**src/hdl/decimal_float_adder_unit_assert.svh**
```systemverilog
// assertion macros used by the decimal float adder sequencer
`ifndef DECIMAL_FLOAT_ADDER_UNIT_ASSERT_SVH
`define DECIMAL_FLOAT_ADDER_UNIT_ASSERT_SVH

// plain clocked property, masked while reset is high
`define DFA_ASSERT(label, clk, rst, prop, msg) \
   label: assert property (@(posedge clk) disable iff (rst) prop) \
      else $error(msg);

// same-cycle implication that also needs the previous cycle out of reset
`define DFA_ASSERT_SETTLED(label, clk, rst, ante, cons, msg) \
   label: assert property (@(posedge clk) disable iff (rst) \
      ($past(!rst) && (ante)) |-> (cons)) else $error(msg);

`endif

```
**src/hdl/dfa_pkg.sv**
```systemverilog
// shared types, constants and helpers of the decimal float adder
`default_nettype none

package dfa_pkg;

   localparam int DIGITS_DEFAULT = 4;

   localparam int MANT_W  = 15;  // signed mantissa fields
   localparam int IEXP_W  = 4;   // operand exponent fields
   localparam int SEXP_W  = 5;   // result exponent field
   localparam int GUARD_W = 4;   // guard digit field
   localparam int EXP_W   = 7;   // internal exponent, covers every reachable value
   localparam int WIDE_W  = 64;  // exact aligned sum
   localparam int CNT_W   = 4;   // alignment decade count

   localparam logic [GUARD_W-1:0] ROUND_HALF = 4'd5;

   typedef enum logic [3:0] {
      ST_IDLE,
      ST_SCALE,
      ST_ADD,
      ST_CHECK,
      ST_DIV_HALF,
      ST_DIV_ACC4,
      ST_DIV_ACC8,
      ST_DIV_ACC16,
      ST_DIV_ACC32,
      ST_DIV_FIX,
      ST_MUL,
      ST_ROUND
   } state_type;

   typedef enum logic [2:0] {
      DIV_NONE,
      DIV_HALF,
      DIV_ACC4,
      DIV_ACC8,
      DIV_ACC16,
      DIV_ACC32,
      DIV_FIX
   } div_op_type;

   typedef struct packed {
      logic       load;
      logic       scale_step;
      logic       add;
      div_op_type div_op;
      logic       mul_step;
      logic       out_load;
   } cmd_type;

   typedef struct packed {
      logic scale_done;
      logic c_zero;
      logic c_ge_top;
      logic c_lt_low;
   } status_type;

   // ten to the n, used at elaboration only
   function automatic logic [WIDE_W-1:0] pow_ten(input int n);
      logic [WIDE_W-1:0] r;
      int i;
      r = 64'd1;
      for (i = 0; i < n; i++) begin
         r = r * 64'd10;
      end
      return r;
   endfunction

endpackage

`default_nettype wire

```
**src/hdl/dfa_ctrl.sv**
```systemverilog
// sequencer of the decimal float adder: step order and result handshake
`default_nettype none

`include "decimal_float_adder_unit_assert.svh"

module dfa_ctrl (
   input  wire logic                 clock,
   input  wire logic                 reset,
   input  wire logic                 req_valid,
   output logic                      req_stall,
   output logic                      rsp_valid,
   input  wire logic                 rsp_stall,
   output dfa_pkg::cmd_type          cmd,
   input  wire dfa_pkg::status_type  status
);

   dfa_pkg::state_type state_ff, state_in;
   logic rsp_valid_ff, rsp_valid_in;
   logic out_free;

   assign out_free = !rsp_valid_ff || !rsp_stall;

   always_comb begin
      state_in = state_ff;
      case (state_ff)
         dfa_pkg::ST_IDLE: begin
            if (req_valid) state_in = dfa_pkg::ST_SCALE;
         end
         dfa_pkg::ST_SCALE: begin
            if (status.scale_done) state_in = dfa_pkg::ST_ADD;
         end
         dfa_pkg::ST_ADD: begin
            state_in = dfa_pkg::ST_CHECK;
         end
         dfa_pkg::ST_CHECK: begin
            if (status.c_zero) state_in = dfa_pkg::ST_ROUND;
            else if (status.c_ge_top) state_in = dfa_pkg::ST_DIV_HALF;
            else if (status.c_lt_low) state_in = dfa_pkg::ST_MUL;
            else state_in = dfa_pkg::ST_ROUND;
         end
         dfa_pkg::ST_DIV_HALF:  state_in = dfa_pkg::ST_DIV_ACC4;
         dfa_pkg::ST_DIV_ACC4:  state_in = dfa_pkg::ST_DIV_ACC8;
         dfa_pkg::ST_DIV_ACC8:  state_in = dfa_pkg::ST_DIV_ACC16;
         dfa_pkg::ST_DIV_ACC16: state_in = dfa_pkg::ST_DIV_ACC32;
         dfa_pkg::ST_DIV_ACC32: state_in = dfa_pkg::ST_DIV_FIX;
         dfa_pkg::ST_DIV_FIX:   state_in = dfa_pkg::ST_CHECK;
         dfa_pkg::ST_MUL:       state_in = dfa_pkg::ST_CHECK;
         dfa_pkg::ST_ROUND: begin
            if (out_free) state_in = dfa_pkg::ST_IDLE;
         end
         default: state_in = dfa_pkg::ST_IDLE;
      endcase
   end

   always_comb begin
      cmd = '0;
      case (state_ff)
         dfa_pkg::ST_IDLE:      cmd.load = req_valid;
         dfa_pkg::ST_SCALE:     cmd.scale_step = !status.scale_done;
         dfa_pkg::ST_ADD:       cmd.add = 1'b1;
         dfa_pkg::ST_DIV_HALF:  cmd.div_op = dfa_pkg::DIV_HALF;
         dfa_pkg::ST_DIV_ACC4:  cmd.div_op = dfa_pkg::DIV_ACC4;
         dfa_pkg::ST_DIV_ACC8:  cmd.div_op = dfa_pkg::DIV_ACC8;
         dfa_pkg::ST_DIV_ACC16: cmd.div_op = dfa_pkg::DIV_ACC16;
         dfa_pkg::ST_DIV_ACC32: cmd.div_op = dfa_pkg::DIV_ACC32;
         dfa_pkg::ST_DIV_FIX:   cmd.div_op = dfa_pkg::DIV_FIX;
         dfa_pkg::ST_MUL:       cmd.mul_step = 1'b1;
         dfa_pkg::ST_ROUND:     cmd.out_load = out_free;
         default: cmd = '0;
      endcase
   end

   // input closed during reset so no beat is taken and dropped
   assign req_stall = reset || (state_ff != dfa_pkg::ST_IDLE);

   assign rsp_valid_in = cmd.out_load || (rsp_valid_ff && rsp_stall);
   assign rsp_valid = rsp_valid_ff;

   always_ff @(posedge clock) begin
      if (reset) begin
         state_ff     <= dfa_pkg::ST_IDLE;
         rsp_valid_ff <= 1'b0;
      end else begin
         state_ff     <= state_in;
         rsp_valid_ff <= rsp_valid_in;
      end
   end

   `DFA_ASSERT(a_accept_busy, clock, reset, (req_valid && !req_stall) |=> req_stall, "accepted beat did not close the input")

   `DFA_ASSERT(a_round_waits, clock, reset, (state_ff == dfa_pkg::ST_ROUND && rsp_valid_ff && rsp_stall) |=> (state_ff == dfa_pkg::ST_ROUND && rsp_valid_ff), "finished sum overran a held result")

   `DFA_ASSERT_SETTLED(a_mul_in_range, clock, reset, ($past(state_ff) == dfa_pkg::ST_MUL && state_ff == dfa_pkg::ST_CHECK), !status.c_ge_top && !status.c_zero, "upscale overshot the digit range")

   `DFA_ASSERT_SETTLED(a_div_in_range, clock, reset, ($past(state_ff) == dfa_pkg::ST_DIV_FIX && state_ff == dfa_pkg::ST_CHECK), !status.c_lt_low && !status.c_zero, "divide by ten fell below the digit range")

endmodule

`default_nettype wire

```
**src/hdl/dfa_datapath.sv**
```systemverilog
// datapath of the decimal float adder: align, add, renormalize, round
`default_nettype none

module dfa_datapath #(
   parameter int DIGITS = dfa_pkg::DIGITS_DEFAULT
) (
   input  wire logic                                 clock,
   input  wire dfa_pkg::cmd_type                     cmd,
   output dfa_pkg::status_type                       status,
   input  wire logic signed [dfa_pkg::MANT_W-1:0]    req_x_mantissa,
   input  wire logic signed [dfa_pkg::IEXP_W-1:0]    req_x_exponent,
   input  wire logic signed [dfa_pkg::MANT_W-1:0]    req_y_mantissa,
   input  wire logic signed [dfa_pkg::IEXP_W-1:0]    req_y_exponent,
   output logic signed [dfa_pkg::MANT_W-1:0]         rsp_sum_mantissa,
   output logic signed [dfa_pkg::SEXP_W-1:0]         rsp_sum_exponent,
   output logic [dfa_pkg::GUARD_W-1:0]               rsp_guard_digit,
   output logic                                      rsp_sum_negative
);

   localparam int MW = dfa_pkg::MANT_W;
   localparam int WW = dfa_pkg::WIDE_W;
   localparam int EW = dfa_pkg::EXP_W;
   localparam int GW = dfa_pkg::GUARD_W;
   localparam int CW = dfa_pkg::CNT_W;
   localparam int IEXP_W_P1 = dfa_pkg::IEXP_W + 1;
   localparam logic [WW-1:0] TOP = dfa_pkg::pow_ten(DIGITS);
   localparam logic [WW-1:0] LOW = dfa_pkg::pow_ten(DIGITS - 1);

   logic [WW-1:0] big_ff, big_in;
   logic [MW-1:0] small_ff, small_in;
   logic          na_ff, na_in, nb_ff, nb_in;
   logic [CW-1:0] cnt_ff, cnt_in;
   logic signed [EW-1:0] exp_ff, exp_in;
   logic [WW-1:0] c_ff, c_in;
   logic [WW-1:0] q_ff, q_in;
   logic [GW-1:0] guard_ff, guard_in;
   logic          neg_ff, neg_in;
   logic [MW-1:0] mant_ff, mant_in;
   logic [dfa_pkg::SEXP_W-1:0] oexp_ff, oexp_in;
   logic [GW-1:0] oguard_ff, oguard_in;
   logic          oneg_ff, oneg_in;

   // operand split
   logic [MW-1:0] x_bits, y_bits, x_mag, y_mag;
   logic          x_neg, y_neg;
   logic signed [IEXP_W_P1-1:0] shift;
   logic [IEXP_W_P1-1:0] shift_neg;
   logic          shift_pos;

   // add
   logic          same_sign, big_ge;
   logic [WW-1:0] op_hi, op_lo, small_wide;

   // divide-by-ten fixup
   logic [4:0]    q_ten, rem5;
   logic          rem_over;

   // rounding
   logic          round_up, wrap;
   logic [WW-1:0] c_inc, mag_fin;
   logic signed [EW-1:0] exp_fin;

   assign x_bits = unsigned'(req_x_mantissa);
   assign y_bits = unsigned'(req_y_mantissa);
   assign x_neg  = x_bits[MW-1];
   assign y_neg  = y_bits[MW-1];
   assign x_mag  = x_neg ? (~x_bits + {{(MW-1){1'b0}}, 1'b1}) : x_bits;
   assign y_mag  = y_neg ? (~y_bits + {{(MW-1){1'b0}}, 1'b1}) : y_bits;

   assign shift     = {req_x_exponent[dfa_pkg::IEXP_W-1], req_x_exponent}
                    - {req_y_exponent[dfa_pkg::IEXP_W-1], req_y_exponent};
   assign shift_neg = IEXP_W_P1'(-shift);
   assign shift_pos = !shift[IEXP_W_P1-1] && (shift != '0);

   assign small_wide = WW'(small_ff);
   assign same_sign  = (na_ff == nb_ff);
   assign big_ge     = (big_ff >= small_wide);
   assign op_hi      = big_ge ? big_ff : small_wide;
   assign op_lo      = big_ge ? small_wide : big_ff;

   // remainder needs only five bits since it stays below twenty
   assign q_ten    = {q_ff[1:0], 3'b000} + {q_ff[3:0], 1'b0};
   assign rem5     = c_ff[4:0] - q_ten;
   assign rem_over = (rem5 > 5'd9);

   assign round_up = (guard_ff >= dfa_pkg::ROUND_HALF);
   assign c_inc    = c_ff + {{(WW-1){1'b0}}, 1'b1};
   assign wrap     = (c_inc == TOP);
   assign mag_fin  = round_up ? (wrap ? LOW : c_inc) : c_ff;
   assign exp_fin  = exp_ff + EW'(round_up && wrap);

   always_comb begin
      big_in    = big_ff;
      small_in  = small_ff;
      na_in     = na_ff;
      nb_in     = nb_ff;
      cnt_in    = cnt_ff;
      exp_in    = exp_ff;
      c_in      = c_ff;
      q_in      = q_ff;
      guard_in  = guard_ff;
      neg_in    = neg_ff;
      mant_in   = mant_ff;
      oexp_in   = oexp_ff;
      oguard_in = oguard_ff;
      oneg_in   = oneg_ff;

      if (cmd.load) begin
         guard_in = '0;
         if (shift_pos) begin
            big_in   = WW'(x_mag);
            na_in    = x_neg;
            small_in = y_mag;
            nb_in    = y_neg;
            exp_in   = EW'(req_y_exponent);
            cnt_in   = shift[CW-1:0];
         end else begin
            big_in   = WW'(y_mag);
            na_in    = y_neg;
            small_in = x_mag;
            nb_in    = x_neg;
            exp_in   = EW'(req_x_exponent);
            cnt_in   = shift_neg[CW-1:0];
         end
      end

      if (cmd.scale_step) begin
         big_in = (big_ff << 3) + (big_ff << 1);
         cnt_in = cnt_ff - {{(CW-1){1'b0}}, 1'b1};
      end

      if (cmd.add) begin
         c_in   = same_sign ? (big_ff + small_wide) : (op_hi - op_lo);
         neg_in = (same_sign || big_ge) ? na_ff : nb_ff;
      end

      // reciprocal of ten by shift and add, then one correction
      case (cmd.div_op)
         dfa_pkg::DIV_NONE:  q_in = q_ff;
         dfa_pkg::DIV_HALF:  q_in = (c_ff >> 1) + (c_ff >> 2);
         dfa_pkg::DIV_ACC4:  q_in = q_ff + (q_ff >> 4);
         dfa_pkg::DIV_ACC8:  q_in = q_ff + (q_ff >> 8);
         dfa_pkg::DIV_ACC16: q_in = q_ff + (q_ff >> 16);
         dfa_pkg::DIV_ACC32: q_in = (q_ff + (q_ff >> 32)) >> 3;
         dfa_pkg::DIV_FIX: begin
            c_in     = q_ff + WW'(rem_over);
            guard_in = rem_over ? GW'(rem5 - 5'd10) : rem5[GW-1:0];
            exp_in   = exp_ff + EW'(1);
         end
         default: q_in = q_ff;
      endcase

      if (cmd.mul_step) begin
         c_in   = (c_ff << 3) + (c_ff << 1);
         exp_in = exp_ff - EW'(1);
      end

      if (cmd.out_load) begin
         if (c_ff == '0) begin
            mant_in   = '0;
            oexp_in   = '0;
            oguard_in = '0;
            oneg_in   = 1'b0;
         end else begin
            mant_in   = neg_ff ? (~mag_fin[MW-1:0] + {{(MW-1){1'b0}}, 1'b1})
                               : mag_fin[MW-1:0];
            oexp_in   = exp_fin[dfa_pkg::SEXP_W-1:0];
            oguard_in = guard_ff;
            oneg_in   = neg_ff;
         end
      end
   end

   always_ff @(posedge clock) begin
      big_ff    <= big_in;
      small_ff  <= small_in;
      na_ff     <= na_in;
      nb_ff     <= nb_in;
      cnt_ff    <= cnt_in;
      exp_ff    <= exp_in;
      c_ff      <= c_in;
      q_ff      <= q_in;
      guard_ff  <= guard_in;
      neg_ff    <= neg_in;
      mant_ff   <= mant_in;
      oexp_ff   <= oexp_in;
      oguard_ff <= oguard_in;
      oneg_ff   <= oneg_in;
   end

   assign status.scale_done = (cnt_ff == '0);
   assign status.c_zero     = (c_ff == '0);
   assign status.c_ge_top   = (c_ff >= TOP);
   assign status.c_lt_low   = (c_ff < LOW);

   assign rsp_sum_mantissa = signed'(mant_ff);
   assign rsp_sum_exponent = signed'(oexp_ff);
   assign rsp_guard_digit  = oguard_ff;
   assign rsp_sum_negative = oneg_ff;

endmodule

`default_nettype wire

```
**src/hdl/decimal_float_adder_unit.sv**
```systemverilog
// top level of the decimal floating-point adder with round half up
//
//   channel  direction  handshake             payload
//   req      in         req_valid/req_stall   x_mantissa x_exponent y_mantissa y_exponent
//   rsp      out        rsp_valid/rsp_stall   sum_mantissa sum_exponent guard_digit sum_negative
//
// one operand pair in flight; the time from accept to result grows with |ex - ey| and
// with the divide-by-ten and multiply-by-ten steps of renormalizing; it is set by the
// one-decade-per-cycle align loop and the divider states DIV_HALF through DIV_FIX
// the next pair is taken the cycle after the result is loaded, even while it is stalled
// reset is synchronous and active high; it clears the sequencer and the result valid
// a stalled result holds the finished sum in ROUND until the output register frees up
`default_nettype none

module decimal_float_adder_unit #(
   parameter int DIGITS = dfa_pkg::DIGITS_DEFAULT
) (
   input  wire logic                               clock,
   input  wire logic                               reset,
   input  wire logic                               req_valid,
   output logic                                    req_stall,
   input  wire logic signed [dfa_pkg::MANT_W-1:0]  req_x_mantissa,
   input  wire logic signed [dfa_pkg::IEXP_W-1:0]  req_x_exponent,
   input  wire logic signed [dfa_pkg::MANT_W-1:0]  req_y_mantissa,
   input  wire logic signed [dfa_pkg::IEXP_W-1:0]  req_y_exponent,
   output logic                                    rsp_valid,
   input  wire logic                               rsp_stall,
   output logic signed [dfa_pkg::MANT_W-1:0]       rsp_sum_mantissa,
   output logic signed [dfa_pkg::SEXP_W-1:0]       rsp_sum_exponent,
   output logic [dfa_pkg::GUARD_W-1:0]             rsp_guard_digit,
   output logic                                    rsp_sum_negative
);

   // command and status between sequencer and datapath
   dfa_pkg::cmd_type    cmd;
   dfa_pkg::status_type status;

   // sequencer: align count, add, renormalize loop, round and result beat
   dfa_ctrl u_ctrl (
      .clock     (clock),
      .reset     (reset),
      .req_valid (req_valid),
      .req_stall (req_stall),
      .rsp_valid (rsp_valid),
      .rsp_stall (rsp_stall),
      .cmd       (cmd),
      .status    (status)
   );

   // datapath: operand split, decade scaling, exact sum, divide by ten, multiply by ten, rounding
   dfa_datapath #(
      .DIGITS (DIGITS)
   ) u_datapath (
      .clock            (clock),
      .cmd              (cmd),
      .status           (status),
      .req_x_mantissa   (req_x_mantissa),
      .req_x_exponent   (req_x_exponent),
      .req_y_mantissa   (req_y_mantissa),
      .req_y_exponent   (req_y_exponent),
      .rsp_sum_mantissa (rsp_sum_mantissa),
      .rsp_sum_exponent (rsp_sum_exponent),
      .rsp_guard_digit  (rsp_guard_digit),
      .rsp_sum_negative (rsp_sum_negative)
   );

endmodule

`default_nettype wire
```
**config.mk**
```make
export PLATFORM = sky130hd
export DESIGN_NAME = decimal_float_adder_unit
export DESIGN_NICKNAME = d
export VERILOG_FILES = /design/src/hdl/dfa_pkg.sv /design/src/hdl/dfa_ctrl.sv /design/src/hdl/dfa_datapath.sv /design/src/hdl/decimal_float_adder_unit.sv
export VERILOG_INCLUDE_DIRS = /design/src /design/src/hdl
export SDC_FILE = /design/constraint.sdc
export NUM_CORES = 2
export LEC_CHECK = 0
export BUFFER_PORTS_ARGS = -buffer_cell sky130_fd_sc_hd__buf_2
export CAP_MARGIN = 0
export CORE_MARGIN = 2
export CORE_UTILIZATION = 30
export CTS_CLUSTER_DIAMETER = 100
export DETAILED_ROUTE_END_ITERATION = 16
export PLACE_DENSITY_LB_ADDON = 0.2
export SYNTH_ARGS = -nofsm -noshare
export SYNTH_HDL_FRONTEND = slang
export SYNTH_SLANG_ARGS = --single-unit
```
**constraint.sdc**
```tcl
create_clock -name clock -period 8.54 [get_ports clock]
set_input_delay 1.281 -clock clock [delete_from_list [all_inputs] [get_ports clock]]
set_output_delay 1.281 -clock clock [all_outputs]
set_load 0.05 [all_outputs]
```
==> summary.txt <==
Run status = finished, final reports clean
Via/cell ratio = 5.69
Vias in the first global route = 33,900
Seq pwr share = 25.0%
Via Count = 35,232
Final hold slack = 0.533 ns
Crit. End Element = register
Commonest cells after routing, fill and taps aside = nor2_1 (451), ha_1 (400), a21oi_1 (358)
CP max stage cell = nor3_1
Clock transition at the registers of the reported paths = 0.06 ns
IO Pins = 69
First-pass GRT wire length = 211,000 um
Crit path launch type = register
First drt pass iteration count = 8
Number of synthesized flops with an enable pin = 248
Synthesis-stage register bit count = 253
P&R area growth vs syn = 8.85%
Max_cap viols = 0
Layout cell share with drive strength beyond 1 = 5.13%
Peak Freq = 0.154 GHz
Tmin final = 6.49 ns
Critical path class = register to register
Leakage power total = 15.7 nW
Post-route ant nets = 0
Initial antenna violation count = 6
Worst hold path class = register to register
Hold buffer count at cts = 0
Maximum clock path buffer count = 3
NetSw = 0.00457 W
Slew HR = 23.2%
Count of cell types in the netlist = 85
Die Wd = 350 um
Met3 Track Usage GR = 2.25%
Setup violations, final = 0
# port buffers = 68
Tightest Pin Transition = 1.14 ns
ANT cells = 0
Routability-driven placement congestion ratio = 0.956
TNS Setup = 0 ns
Layout fillers = 12,764
Synth Cell Area = 36,000 um2
Req. time, crit path = 8.87 ns
Met2 Track Usage GR = 34.5%
Cell Chain, Critical Path = or4_4 > or4_1 > nor3_1 > and4b_1 > mux2i_1 > ha_1 > or3_1 > o2111ai_1 > a31oi_1 > o311ai_2 > a21oi_2 > a41oi_4 > or4b_4 > o41ai_2 > xor2_1 > a221o_2
Most common cell after layout, fill and taps aside = nor2_1
Skew final = 0.0396 ns
Internal power = 0.00509 W
Routed wire length = 140,000 um
Avg Synthesized Cell Area = 7.76 um2
Logic gate share of total power = 57.1%
M1 GR Usage = 31.2%
Final period util = 76.0%
Height of the die = 350 um
Nets@finish = 5,006
WL/cell = 22.6 um
Top FF cell, synth = edfxtp_1
PwrDens = 246 nW/um2
Total congestion overflow = 0
Worst-path fanout max = 8
Seq/Total Area, Yosys = 21.0%
Yosys warning count = 0
CTS Sinks = 253
Largest net degree at the start of global routing = 66
CTS tree = built
Largest stage delay, worst path = 0.89 ns
FP Rows = 127
GRT Total Usage = 22.2%
Grt peak-use layer = met2
HPWL after detailed placement = 111,000 um
Num CTS Buffers = 38
Storage element area = 7550 um2
RSZ-0062 raised after global routing = no
Worst endpoint data arrival time = 6.82 ns
Clk pwr share = 17.9%
Drt drc = 0
Footprint of the multi-input gates = 26,900 um2
Clock root buffer = clkbuf_16
Max Slew Vio Count = 0
Hold Violations, Final = 0
Peak VDD IR = 0.000118 V
CTS HTree Levels = 2
Switching Share = 47.3%
Synthesized Nets = 5,089
Cts repair resizes = 0
Core area = 119,000 um2
Die area = 123,000 um2
Starting Density = 30.1%
Setup bufs post-CTS = 0
Async S/R FF share, synth = 0%
Mapped Cells = 4,640
DRT iter0 DRCs = 3,194
Clk_lat worst skew = 0.62 ns
[cell usage after synthesis (122+ instances only)]
| cell type | n | share of area, % |
|---|---|---|
| xor2_1 | 220 | 5.4 |
| ha_1 | 400 | 14 |
| o21ai_0 | 304 | 4.2 |
| nor2_1 | 455 | 4.7 |
| clkbuf_1 | 204 | 2.1 |
| edfxtp_1 | 248 | 21 |
| nand2_1 | 353 | 3.7 |
| inv_1 | 210 | 2.2 |
| nor3_1 | 122 | 1.7 |
| a21o_1 | 157 | 3.3 |
| nand3_1 | 152 | 2.1 |
| xnor2_1 | 257 | 6.3 |
| a21oi_1 | 359 | 5.0 |
[state kept, by name, summed over array words and instances (netlist names), 4 cells and up]
signal                       count
u_datapath.guard_ff              4
u_datapath.rsp_sum_exponent      5
u_datapath.small_ff             15
u_datapath.q_ff                 64
u_datapath.big_ff               64
u_datapath.c_ff                 64
u_datapath.rsp_guard_digit       4
u_datapath.rsp_sum_mantissa     15
u_ctrl.state_ff                  4
u_datapath.cnt_ff                4
u_datapath.exp_ff                5
[power groups by stage]
stage | Clock, W | Sequential [W] | Combinational [W]
6_report | 0.00173 | 0.00241 | 0.00551
2_1_floorplan | 0 | 0.00211 | 0.00425
5_1_grt | 0.00181 | 0.00246 | 0.00614
3_3_place_gp | 0 | 0.00241 | 0.00547
4_1_cts | 0.00178 | 0.00239 | 0.00547
3_5_place_dp | 0 | 0.00242 | 0.00544
[metal layers]
layer | part of all wire [%] | routed length (um)
met3 | 5.3 | 7410
met2 | 43 | 60200
met5 | 0 | 0
met4 | 4.4 | 6190
met1 | 47 | 66100
[metrics by stage]
step | util [%] | instance area [um2] | cells | setup WS [ns] | total power [W]
after floorplan | - | 36000 | 4640 | 2.93 | 0.00636
after global placement | 31.7 | 37900 | 6129 | 2.23 | 0.00788
after detailed placement | 31.7 | 37900 | 6129 | 2.08 | 0.00786
after CTS | 32.8 | 39200 | 6196 | 2.05 | 0.00964
after global routing | 32.8 | 39200 | 6196 | 1.62 | 0.0104
final | 32.8 | 39200 | 6196 | 2.05 | 0.00966
[cell families (layout without fill, tap and decap cells)]
group,Yosys count,in the layout,share of synthesized area (%)
XOR/XNOR,477,477,11.6
AO/OA/AOI/OAI,1400,1400,25.0
adder cells (fa/ha/maj),407,407,14.3
buffers and inverters,434,378,4.55
AND/OR/NAND/NOR,1599,1599,21.7
flip-flops,253,253,21.0
multiplexers,70,70,1.99
[critical path: cells and delay by family (launching register included)]
family / cells / cell delay [ns]
compound gates: 7 / 1.97
mux: 1 / 0.12
flops: 1 / 0.51
fa+ha+maj: 1 / 0.22
xor+xnor: 1 / 0.14
simple gates: 6 / 3.27
[layout make-up]
| type | count | share of cell area (%) |
|---|---|---|
| Clock buffer | 44 | 2.54 |
| Sequential cell | 253 | 19.3 |
| Inverter | 210 | 2.01 |
| Timing Repair Buffer | 101 | 1.50 |
| Clock inverter | 23 | 0.846 |
| Multi-Input combinational cell | 3953 | 68.7 |
| Tap cell | 1612 | 5.15 |
[path summary, 6_finish.rpt]
kind / startpoint / end / slack [ns] / depth (start not counted)
setup / recovery: u_datapath.big_ff[52]$_SDFFCE_PN0P_ / u_datapath.c_ff[44]$_DFFE_PP_ / 2.05 / 16
hold / removal: u_ctrl.rsp_valid$_SDFF_PP0_ / u_ctrl.rsp_valid$_SDFF_PP0_ / 0.53 / 2
setup reg to reg: u_datapath.big_ff[52]$_SDFFCE_PN0P_ / u_datapath.c_ff[44]$_DFFE_PP_ / 2.05 / 16
hold reg to reg: u_ctrl.rsp_valid$_SDFF_PP0_ / u_ctrl.rsp_valid$_SDFF_PP0_ / 0.53 / 2
Note: power is estimated with default switching activity, not from simulation.
